**config.mk**
```make
export PLATFORM = sky130hd
export DESIGN_NAME = pfr_raster_flat
export DESIGN_NICKNAME = d
export VERILOG_FILES = /design/src/rtl/pfr_pkg.sv /design/src/rtl/pfr_if.sv /design/src/rtl/pfr_raster.sv /design/src/flat_wrapper.sv
export SDC_FILE = /design/constraint.sdc
export NUM_CORES = 2
export LEC_CHECK = 0
export BUFFER_PORTS_ARGS = -buffer_cell sky130_fd_sc_hd__buf_4
export CORE_MARGIN = 2
export CORE_UTILIZATION = 30
export DETAILED_ROUTE_END_ITERATION = 8
export GPL_TIMING_DRIVEN = 0
export SLEW_MARGIN = 20
export SYNTH_ARGS = -nofsm -noshare
export SYNTH_HDL_FRONTEND = slang
export SYNTH_SLANG_ARGS = --single-unit
```
**constraint.sdc**
```tcl
create_clock -name clk -period 19 [get_ports clk]
set_input_delay 3.8 -clock clk [delete_from_list [all_inputs] [get_ports clk]]
set_output_delay 3.8 -clock clk [all_outputs]
set_load 0.05 [all_outputs]
```
**src/rtl/pfr_pkg.sv**
```systemverilog
// types, constants and codes for the page frame buffer rasterizer
// no dependencies; used by pfr_store, pfr_raster, the top level and the checker
`timescale 1ns / 1ps
`default_nettype none

package pfr_pkg;

	localparam int SCREEN_WIDTH  = 84;
	localparam int SCREEN_HEIGHT = 48;
	localparam int STORE_BYTES   = SCREEN_WIDTH * ((SCREEN_HEIGHT + 7) / 8);
	localparam int ADDR_W        = $clog2(STORE_BYTES);
	localparam int COORD_W       = 16;
	localparam int LERR_W        = 13;
	localparam int ERR_W         = 36;

	typedef logic signed [COORD_W-1:0] coord_t;
	typedef logic signed [LERR_W-1:0]  lerr_t;
	typedef logic signed [ERR_W-1:0]   eerr_t;

	// command kinds
	typedef enum logic [2:0] {
		KIND_PIXEL   = 3'd0,
		KIND_LINE    = 3'd1,
		KIND_RECT    = 3'd2,
		KIND_ELLIPSE = 3'd3,
		KIND_CLEAR   = 3'd4,
		KIND_READ    = 3'd5
	} kind_t;

	// pixel write modes
	typedef enum logic [1:0] {
		MODE_CLR  = 2'd0,
		MODE_SET  = 2'd1,
		MODE_XOR  = 2'd2,
		MODE_KEEP = 2'd3
	} mode_t;

	// store operations
	typedef enum logic [1:0] {
		ST_PLOT  = 2'd0,
		ST_CLEAR = 2'd1,
		ST_READ  = 2'd2
	} st_op_t;

	typedef struct packed {
		logic [2:0]        kind;
		logic signed [8:0] xs;
		logic signed [8:0] ys;
		logic signed [8:0] xe;
		logic signed [8:0] ye;
		logic [7:0]        rx;
		logic [7:0]        ry;
		logic [1:0]        mode;
		logic [8:0]        ridx;
	} cmd_t;

	typedef struct packed {
		st_op_t     op;
		coord_t     x;
		coord_t     y;
		mode_t      mode;
		logic [8:0] index;
	} st_req_t;

	typedef struct packed {
		logic       valid;
		logic [7:0] data;
	} st_rsp_t;

endpackage

`default_nettype wire

```
**src/rtl/pfr_if.sv**
```systemverilog
// command and result channel interfaces of the rasterizer
// no dependencies
`timescale 1ns / 1ps
`default_nettype none

interface pfr_cmd_if;
	logic              valid;
	logic              ready;
	logic [2:0]        kind;
	logic signed [8:0] x_start;
	logic signed [8:0] y_start;
	logic signed [8:0] x_end;
	logic signed [8:0] y_end;
	logic [7:0]        radius_x;
	logic [7:0]        radius_y;
	logic [1:0]        pixel_mode;
	logic [8:0]        read_index;

	modport source (output valid, kind, x_start, y_start, x_end, y_end, radius_x,
		radius_y, pixel_mode, read_index, input ready);
	modport sink (input valid, kind, x_start, y_start, x_end, y_end, radius_x,
		radius_y, pixel_mode, read_index, output ready);
endinterface

interface pfr_res_if;
	logic       valid;
	logic       ready;
	logic [7:0] read_data;
	logic [2:0] done_kind;

	modport source (output valid, read_data, done_kind, input ready);
	modport sink (input valid, read_data, done_kind, output ready);
endinterface

`default_nettype wire

```
**src/rtl/pfr_raster.sv**
```systemverilog
// command sequencer: pixels, reads, clears, bresenham lines, rectangles and ellipses
// depends on pfr_pkg and pfr_if; drives pfr_store one operation at a time
`timescale 1ns / 1ps
`default_nettype none

module pfr_raster
	import pfr_pkg::*;
(
	input  wire logic clk,
	input  wire logic arst_n,
	pfr_cmd_if.sink   cmd,
	pfr_res_if.source res,
	output logic      st_valid,
	output st_req_t   st_req,
	input  wire logic st_ready,
	input  st_rsp_t   st_rsp
);

	typedef enum logic [13:0] {
		R_IDLE  = 14'b00000000000001,
		R_START = 14'b00000000000010,
		R_REQ   = 14'b00000000000100,
		R_WAIT  = 14'b00000000001000,
		R_LINIT = 14'b00000000010000,
		R_LPLOT = 14'b00000000100000,
		R_LSTEP = 14'b00000001000000,
		R_EMUL  = 14'b00000010000000,
		R_EINIT = 14'b00000100000000,
		R_EERR  = 14'b00001000000000,
		R_EPLOT = 14'b00010000000000,
		R_ESTEP = 14'b00100000000000,
		R_ETIP  = 14'b01000000000000,
		R_FIN   = 14'b10000000000000
	} r_state_t;

	r_state_t   state_q;
	r_state_t   ret_q;
	cmd_t       cmd_q;
	st_req_t    req_q;
	logic [7:0] rdata_q;
	logic [1:0] seg_q;

	// line walker
	coord_t     lx0_q, ly0_q, lx1_q, ly1_q;
	lerr_t      ldx_q, ldy_q, lerr_q;
	logic       lsxn_q, lsyn_q;

	// ellipse walker
	logic [15:0] a2_q, b2_q;
	eerr_t      tx_q, ty_q, eerr_q;
	coord_t     edx_q, edy_q;
	logic [2:0] q_q;

	logic       res_valid_q;
	logic [7:0] res_data_q;
	logic [2:0] res_kind_q;

	// combinational helpers
	logic [1:0] seg_sel;
	coord_t     nx0, ny0, nx1, ny1;
	lerr_t      le2;
	logic       at_end;
	coord_t     xm, ym, qx, qy;
	eerr_t      e2, twob2, twoa2, eerr_n, tx_n, ty_n;
	logic       cx, cy, dec_y;
	coord_t     edy_n;
	logic signed [9:0]  twob_m1;
	logic signed [26:0] ty_prod;

	assign cmd.ready     = (state_q == R_IDLE) && st_ready;
	assign res.valid     = res_valid_q;
	assign res.read_data = res_data_q;
	assign res.done_kind = res_kind_q;
	assign st_valid      = (state_q == R_REQ);
	assign st_req        = req_q;

	// segment endpoints of a line or rectangle
	always_comb begin
		seg_sel = (state_q == R_START) ? 2'd0 : 2'(seg_q + 2'd1);
		nx0 = coord_t'(cmd_q.xs);
		ny0 = coord_t'(cmd_q.ys);
		nx1 = coord_t'(cmd_q.xe);
		ny1 = coord_t'(cmd_q.ye);
		if (kind_t'(cmd_q.kind) == KIND_RECT) begin
			unique case (seg_sel)
				2'd0: ny1 = coord_t'(cmd_q.ys);
				2'd1: nx0 = coord_t'(cmd_q.xe);
				2'd2: ny0 = coord_t'(cmd_q.ye);
				2'd3: nx1 = coord_t'(cmd_q.xs);
			endcase
		end
	end

	// line step terms
	always_comb begin
		le2    = lerr_q <<< 1;
		at_end = (lx0_q == lx1_q) && (ly0_q == ly1_q);
	end

	// ellipse quadrant point and step terms
	always_comb begin
		xm = coord_t'(cmd_q.xs);
		ym = coord_t'(cmd_q.ys);
		unique case (q_q[1:0])
			2'd0: begin qx = xm + edx_q; qy = ym + edy_q; end
			2'd1: begin qx = xm - edx_q; qy = ym + edy_q; end
			2'd2: begin qx = xm - edx_q; qy = ym - edy_q; end
			2'd3: begin qx = xm + edx_q; qy = ym - edy_q; end
		endcase
		e2      = eerr_q <<< 1;
		twob2   = eerr_t'({b2_q, 1'b0});
		twoa2   = eerr_t'({a2_q, 1'b0});
		cx      = (e2 < tx_q);
		cy      = (e2 > -ty_q);
		dec_y   = cy || !cx;
		eerr_n  = eerr_q + (cx ? (tx_q + twob2) : '0) - (cy ? (ty_q - twoa2) : '0);
		tx_n    = cx ? (tx_q + twob2) : tx_q;
		ty_n    = dec_y ? (ty_q - twoa2) : ty_q;
		edy_n   = dec_y ? (edy_q - coord_t'(1)) : edy_q;
		twob_m1 = $signed({1'b0, cmd_q.ry, 1'b0}) - 10'sd1;
		ty_prod = twob_m1 * $signed({1'b0, a2_q});
	end

	// sequencer
	always_ff @(posedge clk or negedge arst_n) begin
		if (!arst_n) begin
			state_q     <= R_IDLE;
			ret_q       <= R_IDLE;
			res_valid_q <= 1'b0;
		end else begin
			if (res_valid_q && res.ready && state_q != R_FIN) begin
				res_valid_q <= 1'b0;
			end
			unique case (state_q)
				R_IDLE: begin
					if (cmd.valid && st_ready) begin
						state_q <= R_START;
					end
				end
				R_START: begin
					priority case (kind_t'(cmd_q.kind))
						KIND_PIXEL: begin
							ret_q   <= R_FIN;
							state_q <= R_REQ;
						end
						KIND_LINE, KIND_RECT: state_q <= R_LINIT;
						KIND_ELLIPSE: state_q <= R_EMUL;
						KIND_CLEAR, KIND_READ: begin
							ret_q   <= R_FIN;
							state_q <= R_REQ;
						end
						default: state_q <= R_FIN;
					endcase
				end
				R_REQ: begin
					if (st_ready) begin
						state_q <= R_WAIT;
					end
				end
				R_WAIT: begin
					if (st_rsp.valid) begin
						state_q <= ret_q;
					end
				end
				R_LINIT: state_q <= R_LPLOT;
				R_LPLOT: begin
					ret_q   <= R_LSTEP;
					state_q <= R_REQ;
				end
				R_LSTEP: begin
					if (!at_end) begin
						state_q <= R_LPLOT;
					end else if (kind_t'(cmd_q.kind) == KIND_RECT && seg_q != 2'd3) begin
						state_q <= R_LINIT;
					end else begin
						state_q <= R_FIN;
					end
				end
				R_EMUL:  state_q <= R_EINIT;
				R_EINIT: state_q <= R_EERR;
				R_EERR:  state_q <= R_EPLOT;
				R_EPLOT: begin
					if (q_q == 3'd4) begin
						state_q <= R_ESTEP;
					end else begin
						ret_q   <= R_EPLOT;
						state_q <= R_REQ;
					end
				end
				R_ESTEP: state_q <= (edy_n >= 0) ? R_EPLOT : R_ETIP;
				R_ETIP: begin
					if (q_q != 3'd0 || edx_q < coord_t'(cmd_q.rx)) begin
						ret_q   <= R_ETIP;
						state_q <= R_REQ;
					end else begin
						state_q <= R_FIN;
					end
				end
				R_FIN: begin
					if (!res_valid_q || res.ready) begin
						res_valid_q <= 1'b1;
						state_q     <= R_IDLE;
					end
				end
				default: state_q <= R_IDLE;
			endcase
		end
	end

	// datapath registers
	always_ff @(posedge clk) begin
		unique case (state_q)
			R_IDLE: begin
				cmd_q.kind <= cmd.kind;
				cmd_q.xs   <= cmd.x_start;
				cmd_q.ys   <= cmd.y_start;
				cmd_q.xe   <= cmd.x_end;
				cmd_q.ye   <= cmd.y_end;
				cmd_q.rx   <= cmd.radius_x;
				cmd_q.ry   <= cmd.radius_y;
				cmd_q.mode <= cmd.pixel_mode;
				cmd_q.ridx <= cmd.read_index;
				seg_q      <= 2'd0;
				rdata_q    <= 8'h00;
			end
			R_START: begin
				req_q.x     <= coord_t'(cmd_q.xs);
				req_q.y     <= coord_t'(cmd_q.ys);
				req_q.mode  <= mode_t'(cmd_q.mode);
				req_q.index <= cmd_q.ridx;
				req_q.op    <= (kind_t'(cmd_q.kind) == KIND_CLEAR) ? ST_CLEAR :
					(kind_t'(cmd_q.kind) == KIND_READ) ? ST_READ : ST_PLOT;
				lx0_q <= nx0;
				ly0_q <= ny0;
				lx1_q <= nx1;
				ly1_q <= ny1;
			end
			R_WAIT: begin
				if (st_rsp.valid) begin
					rdata_q <= st_rsp.data;
				end
			end
			R_LINIT: begin
				ldx_q  <= (lx1_q > lx0_q) ? lerr_t'(lx1_q - lx0_q) : lerr_t'(lx0_q - lx1_q);
				ldy_q  <= (ly1_q > ly0_q) ? lerr_t'(ly0_q - ly1_q) : lerr_t'(ly1_q - ly0_q);
				lerr_q <= ((lx1_q > lx0_q) ? lerr_t'(lx1_q - lx0_q) : lerr_t'(lx0_q - lx1_q)) +
					((ly1_q > ly0_q) ? lerr_t'(ly0_q - ly1_q) : lerr_t'(ly1_q - ly0_q));
				lsxn_q <= !(lx0_q < lx1_q);
				lsyn_q <= !(ly0_q < ly1_q);
			end
			R_LPLOT: begin
				req_q.op <= ST_PLOT;
				req_q.x  <= lx0_q;
				req_q.y  <= ly0_q;
			end
			R_LSTEP: begin
				if (!at_end) begin
					lerr_q <= lerr_q + ((le2 > ldy_q) ? ldy_q : lerr_t'(0)) +
						((le2 < ldx_q) ? ldx_q : lerr_t'(0));
					if (le2 > ldy_q) begin
						lx0_q <= lsxn_q ? (lx0_q - coord_t'(1)) : (lx0_q + coord_t'(1));
					end
					if (le2 < ldx_q) begin
						ly0_q <= lsyn_q ? (ly0_q - coord_t'(1)) : (ly0_q + coord_t'(1));
					end
				end else begin
					seg_q <= 2'(seg_q + 2'd1);
					lx0_q <= nx0;
					ly0_q <= ny0;
					lx1_q <= nx1;
					ly1_q <= ny1;
				end
			end
			R_EMUL: begin
				a2_q <= 16'(cmd_q.rx * cmd_q.rx);
				b2_q <= 16'(cmd_q.ry * cmd_q.ry);
			end
			R_EINIT: begin
				ty_q  <= eerr_t'(ty_prod);
				tx_q  <= eerr_t'({1'b0, b2_q});
				edx_q <= '0;
				edy_q <= coord_t'(cmd_q.ry);
				q_q   <= 3'd0;
			end
			R_EERR: eerr_q <= tx_q - ty_q;
			R_EPLOT: begin
				if (q_q != 3'd4) begin
					req_q.op <= ST_PLOT;
					req_q.x  <= qx;
					req_q.y  <= qy;
					q_q      <= 3'(q_q + 3'd1);
				end
			end
			R_ESTEP: begin
				eerr_q <= eerr_n;
				tx_q   <= tx_n;
				ty_q   <= ty_n;
				edx_q  <= cx ? (edx_q + coord_t'(1)) : edx_q;
				edy_q  <= edy_n;
				q_q    <= 3'd0;
			end
			R_ETIP: begin
				req_q.op <= ST_PLOT;
				req_q.y  <= ym;
				if (q_q == 3'd0) begin
					if (edx_q < coord_t'(cmd_q.rx)) begin
						edx_q   <= edx_q + coord_t'(1);
						req_q.x <= xm + edx_q + coord_t'(1);
						q_q     <= 3'd1;
					end
				end else begin
					req_q.x <= xm - edx_q;
					q_q     <= 3'd0;
				end
			end
			R_FIN: begin
				if (!res_valid_q || res.ready) begin
					res_kind_q <= cmd_q.kind;
					res_data_q <= (kind_t'(cmd_q.kind) == KIND_READ) ? rdata_q : 8'h00;
				end
			end
			default: ;
		endcase
	end

endmodule

`default_nettype wire

```
**src/flat_wrapper.sv**
```systemverilog
// flat-port wrapper written by rule: the top's interface ports become plain ports
module pfr_raster_flat import pfr_pkg::*;
  (clk, arst_n, st_valid, st_req, st_ready, st_rsp, cmd_valid, cmd_kind, cmd_x_start, cmd_y_start, cmd_x_end, cmd_y_end, cmd_radius_x, cmd_radius_y, cmd_pixel_mode, cmd_read_index, cmd_ready, res_valid, res_read_data, res_done_kind, res_ready);
  pfr_cmd_if cmd_i ();
  pfr_res_if res_i ();
  input  wire logic clk;
  input  wire logic arst_n;
  output logic st_valid;
  output st_req_t st_req;
  input  wire logic st_ready;
  input  st_rsp_t st_rsp;
  input wire logic [$bits(cmd_i.valid)-1:0] cmd_valid;
  input wire logic [$bits(cmd_i.kind)-1:0] cmd_kind;
  input wire logic [$bits(cmd_i.x_start)-1:0] cmd_x_start;
  input wire logic [$bits(cmd_i.y_start)-1:0] cmd_y_start;
  input wire logic [$bits(cmd_i.x_end)-1:0] cmd_x_end;
  input wire logic [$bits(cmd_i.y_end)-1:0] cmd_y_end;
  input wire logic [$bits(cmd_i.radius_x)-1:0] cmd_radius_x;
  input wire logic [$bits(cmd_i.radius_y)-1:0] cmd_radius_y;
  input wire logic [$bits(cmd_i.pixel_mode)-1:0] cmd_pixel_mode;
  input wire logic [$bits(cmd_i.read_index)-1:0] cmd_read_index;
  output wire logic [$bits(cmd_i.ready)-1:0] cmd_ready;
  output wire logic [$bits(res_i.valid)-1:0] res_valid;
  output wire logic [$bits(res_i.read_data)-1:0] res_read_data;
  output wire logic [$bits(res_i.done_kind)-1:0] res_done_kind;
  input wire logic [$bits(res_i.ready)-1:0] res_ready;
  assign cmd_i.valid = cmd_valid;
  assign cmd_i.kind = cmd_kind;
  assign cmd_i.x_start = cmd_x_start;
  assign cmd_i.y_start = cmd_y_start;
  assign cmd_i.x_end = cmd_x_end;
  assign cmd_i.y_end = cmd_y_end;
  assign cmd_i.radius_x = cmd_radius_x;
  assign cmd_i.radius_y = cmd_radius_y;
  assign cmd_i.pixel_mode = cmd_pixel_mode;
  assign cmd_i.read_index = cmd_read_index;
  assign cmd_ready = cmd_i.ready;
  assign res_valid = res_i.valid;
  assign res_read_data = res_i.read_data;
  assign res_done_kind = res_i.done_kind;
  assign res_i.ready = res_ready;
  pfr_raster u_core (.clk(clk), .arst_n(arst_n), .cmd(cmd_i), .res(res_i), .st_valid(st_valid), .st_req(st_req), .st_ready(st_ready), .st_rsp(st_rsp));
endmodule
```
==> metrics.md <==
| Metric | Value |
|---|---|
| Post-synthesis sequential area ratio | 0.300 |
| Crit end category | flop |
| Top_reg_cell synth | edfxtp_1 |
| Syn Std Cell Area | 41100 sq um |
| Pins Over Slew Limit | 0 |
| IO Port Bufs | 138 |
| Placed Area | 44700 sq um |
| Total negative slack | 0 ps |
| CP max stage cell | nor4_1 |
| Final instance area | 46500 sq um |
| CP delay by family, top | simple AND/OR/NAND/NOR gates |
| Largest net degree at the start of global routing | 36 |
| Syn. warnings | 0 |
| Number of buffers created by CTS | 52 |
| Max Fclk | 91.3 MHz |
| CTS resizes | 0 |
| DRT iter0 DRCs | 2398 |
| Die H | 374 um |
| Worst endpoint data arrival time | 11320 ps |
| Final worst path period share | 0.576 |
| H-tree depth | 2 |
| Unrepaired setup endpoints after global routing | false |
| Initial core utilization | 0.303 |
| Synth-to-layout area growth | 13.2% |
| Worst Path Required | 19370 ps |
| Most frequent cells in the layout | 585 x inv_1, 495 x ha_1, 407 x nand2_1, 394 x edfxtp_1, 328 x nor2_1 |
| Status | complete, no violations |
| Detailed-route vias per instance | 4.99 |
| GRT Overall Usage | 0.166 |
| Least-Margin Pin Slew | 1130 ps |
| Initial antenna violation count | 3 |
| Core area | 136000 sq um |
| CTS tree | built |
| Hold Path Class | flop to flop |
| Syn avg cell area | 9.29 sq um |
| Die area | 140000 sq um |
| Hpwl dp | 96500 um |
| Placement row count | 135 |
| WL/cell | 18.2 um |
| Final Wtd Congestion | 0.896 |
| Global-route wire length before repair | 183000 um |
| Vias in the first global route | 32490 |
| Stages on the worst setup path | 33 |
| Setup Buffers After CTS | 0 |
| R2R cell count | 33 |
| Commonest non-fill, non-tap cell in the layout | inv_1 |
| Endpoints failing setup | 0 |
| Post-DRT Antenna Nets | 0 |
| I/O Pins | 139 |
| CTS root buf | clkbuf_16 |
| Total Wirelength | 118000 um |
| Clock transition at path regs | 60 ps |
| Utilization after layout | 0.343 |
| CP Class | flop to flop |
| Fin. Hold Viols | 0 |
| Clock sink count | 414 |
| Relative slew slack | 0.250 |
| Seq cells post-synth | 414 |
| Minimum clock period | 10950 ps |
| Reg2reg setup slack | 8050 ps |
| Final Skew | 21.3 ps |
| Worst Hold Depth | 0 |
| Layout cell share with drive strength beyond 1 | 0.0749 |
| Skew-Pair Late Insertion Delay | 630 ps |
| Max-cap violations | 0 |
| Async SR Flop Fraction | 0.0483 |
| Layout Nets | 5439 |
| Post-CTS Hold Buffers | 0 |
| DR vias | 32310 |
| Post-synth EDFFs | 394 |
| Clock tree buffer depth | 3 |
| Yosys cell types | 88 |
| Worst setup SP type | flop |
| CP peak stage delay | 680 ps |
| Die width | 374 um |
| Max FO, Critical Path | 10 |
| GRT overflow | 0 |
| Buf/Inv on CP | 2 |
| Cells after Synth | 4421 |
| Drt drc | 0 |
| Drt pass-1 iters | 6 |
## layer usage
metal | track usage | part of all wire | up-vias
met5 | 0 | 0.00016 | -
met4 | 0.0464 | 0.027 | 4
met3 | 0.0203 | 0.054 | 152
met2 | 0.276 | 0.46 | 847
met1 | 0.225 | 0.46 | 15655
li1 | - | - | 15652
## stage by stage
step	setup WS (ps)	hold slack, ps	cells
final	8050	414	6472
after global routing	7510	418	6470
after CTS	8140	416	6470
after detailed placement	8180	405	6374
after global placement	4120	403	6348
after floorplan	8050	400	4429
## cells by family after synthesis
logic type,count (synthesis),synth area share
simple gates,1302,0.153
compound gates,882,0.132
fa+ha+maj,712,0.257
buf+inv,683,0.0626
flops,414,0.300
xor+xnor,360,0.0778
mux,66,0.0174
other cells,2,0.000183
## state kept, by name, summed over array words and instances (netlist names), 35 cells and up
signal	count
u_core.cmd_q	66
u_core.tx_q	36
u_core.st_req	45
u_core.eerr_q	35
u_core.ty_q	36
## path summary, 6_finish.rpt
kind | from | endpoint
max | u_core.ty_q[4] | u_core.eerr_q[34]
min | u_core.cmd_q[3] | u_core.st_req[3]
max reg2reg | u_core.ty_q[4] | u_core.eerr_q[34]
min reg2reg | u_core.cmd_q[3] | u_core.st_req[3]
max in group asynchronous | arst_n | u_core.ret_q[0]
min in group asynchronous | arst_n | u_core.state_q[2]
## cells in the mapped netlist (22+ instances only)
cell      instances  area share
and2_1           89       0.014
o21bai_1         41      0.0075
nor2_1          333       0.030
xnor2_1         247       0.053
o211ai_1         22      0.0040
nand2b_1         67       0.010
o21ai_0         228       0.028
o21a_1           46      0.0084
a21oi_1         283       0.035
clkbuf_1         90      0.0082
a21o_1           93       0.017
inv_1           585       0.053
nor2b_1          51      0.0078
nand2_1         407       0.037
nor3_1           73      0.0089
mux2_2           38       0.010
fa_1            217        0.11
ha_1            495        0.15
a31oi_1          22      0.0034
mux2i_1          27      0.0066
xor2_1          110       0.023
or3_1            34      0.0052
nand4_1          39      0.0059
edfxtp_1        394        0.29
and3_1           23      0.0035
nand3_1          86       0.010
## layout make-up
type / count / area (sq um)
fill: 13837 / 89200
timing repair buffer: 164 / 1320
buffer: 97 / 370
clock inverter: 37 / 368
antenna: 2 / 5.00
multi-input combinational: 3332 / 26300
clock buffer: 59 / 1350
inverter: 586 / 2200
sequential: 414 / 12300
tap: 1781 / 2230
Power is left out: the tool's default activity adds up to more than one toggle a clock period on the data nets, which glitch-free logic cannot reach.
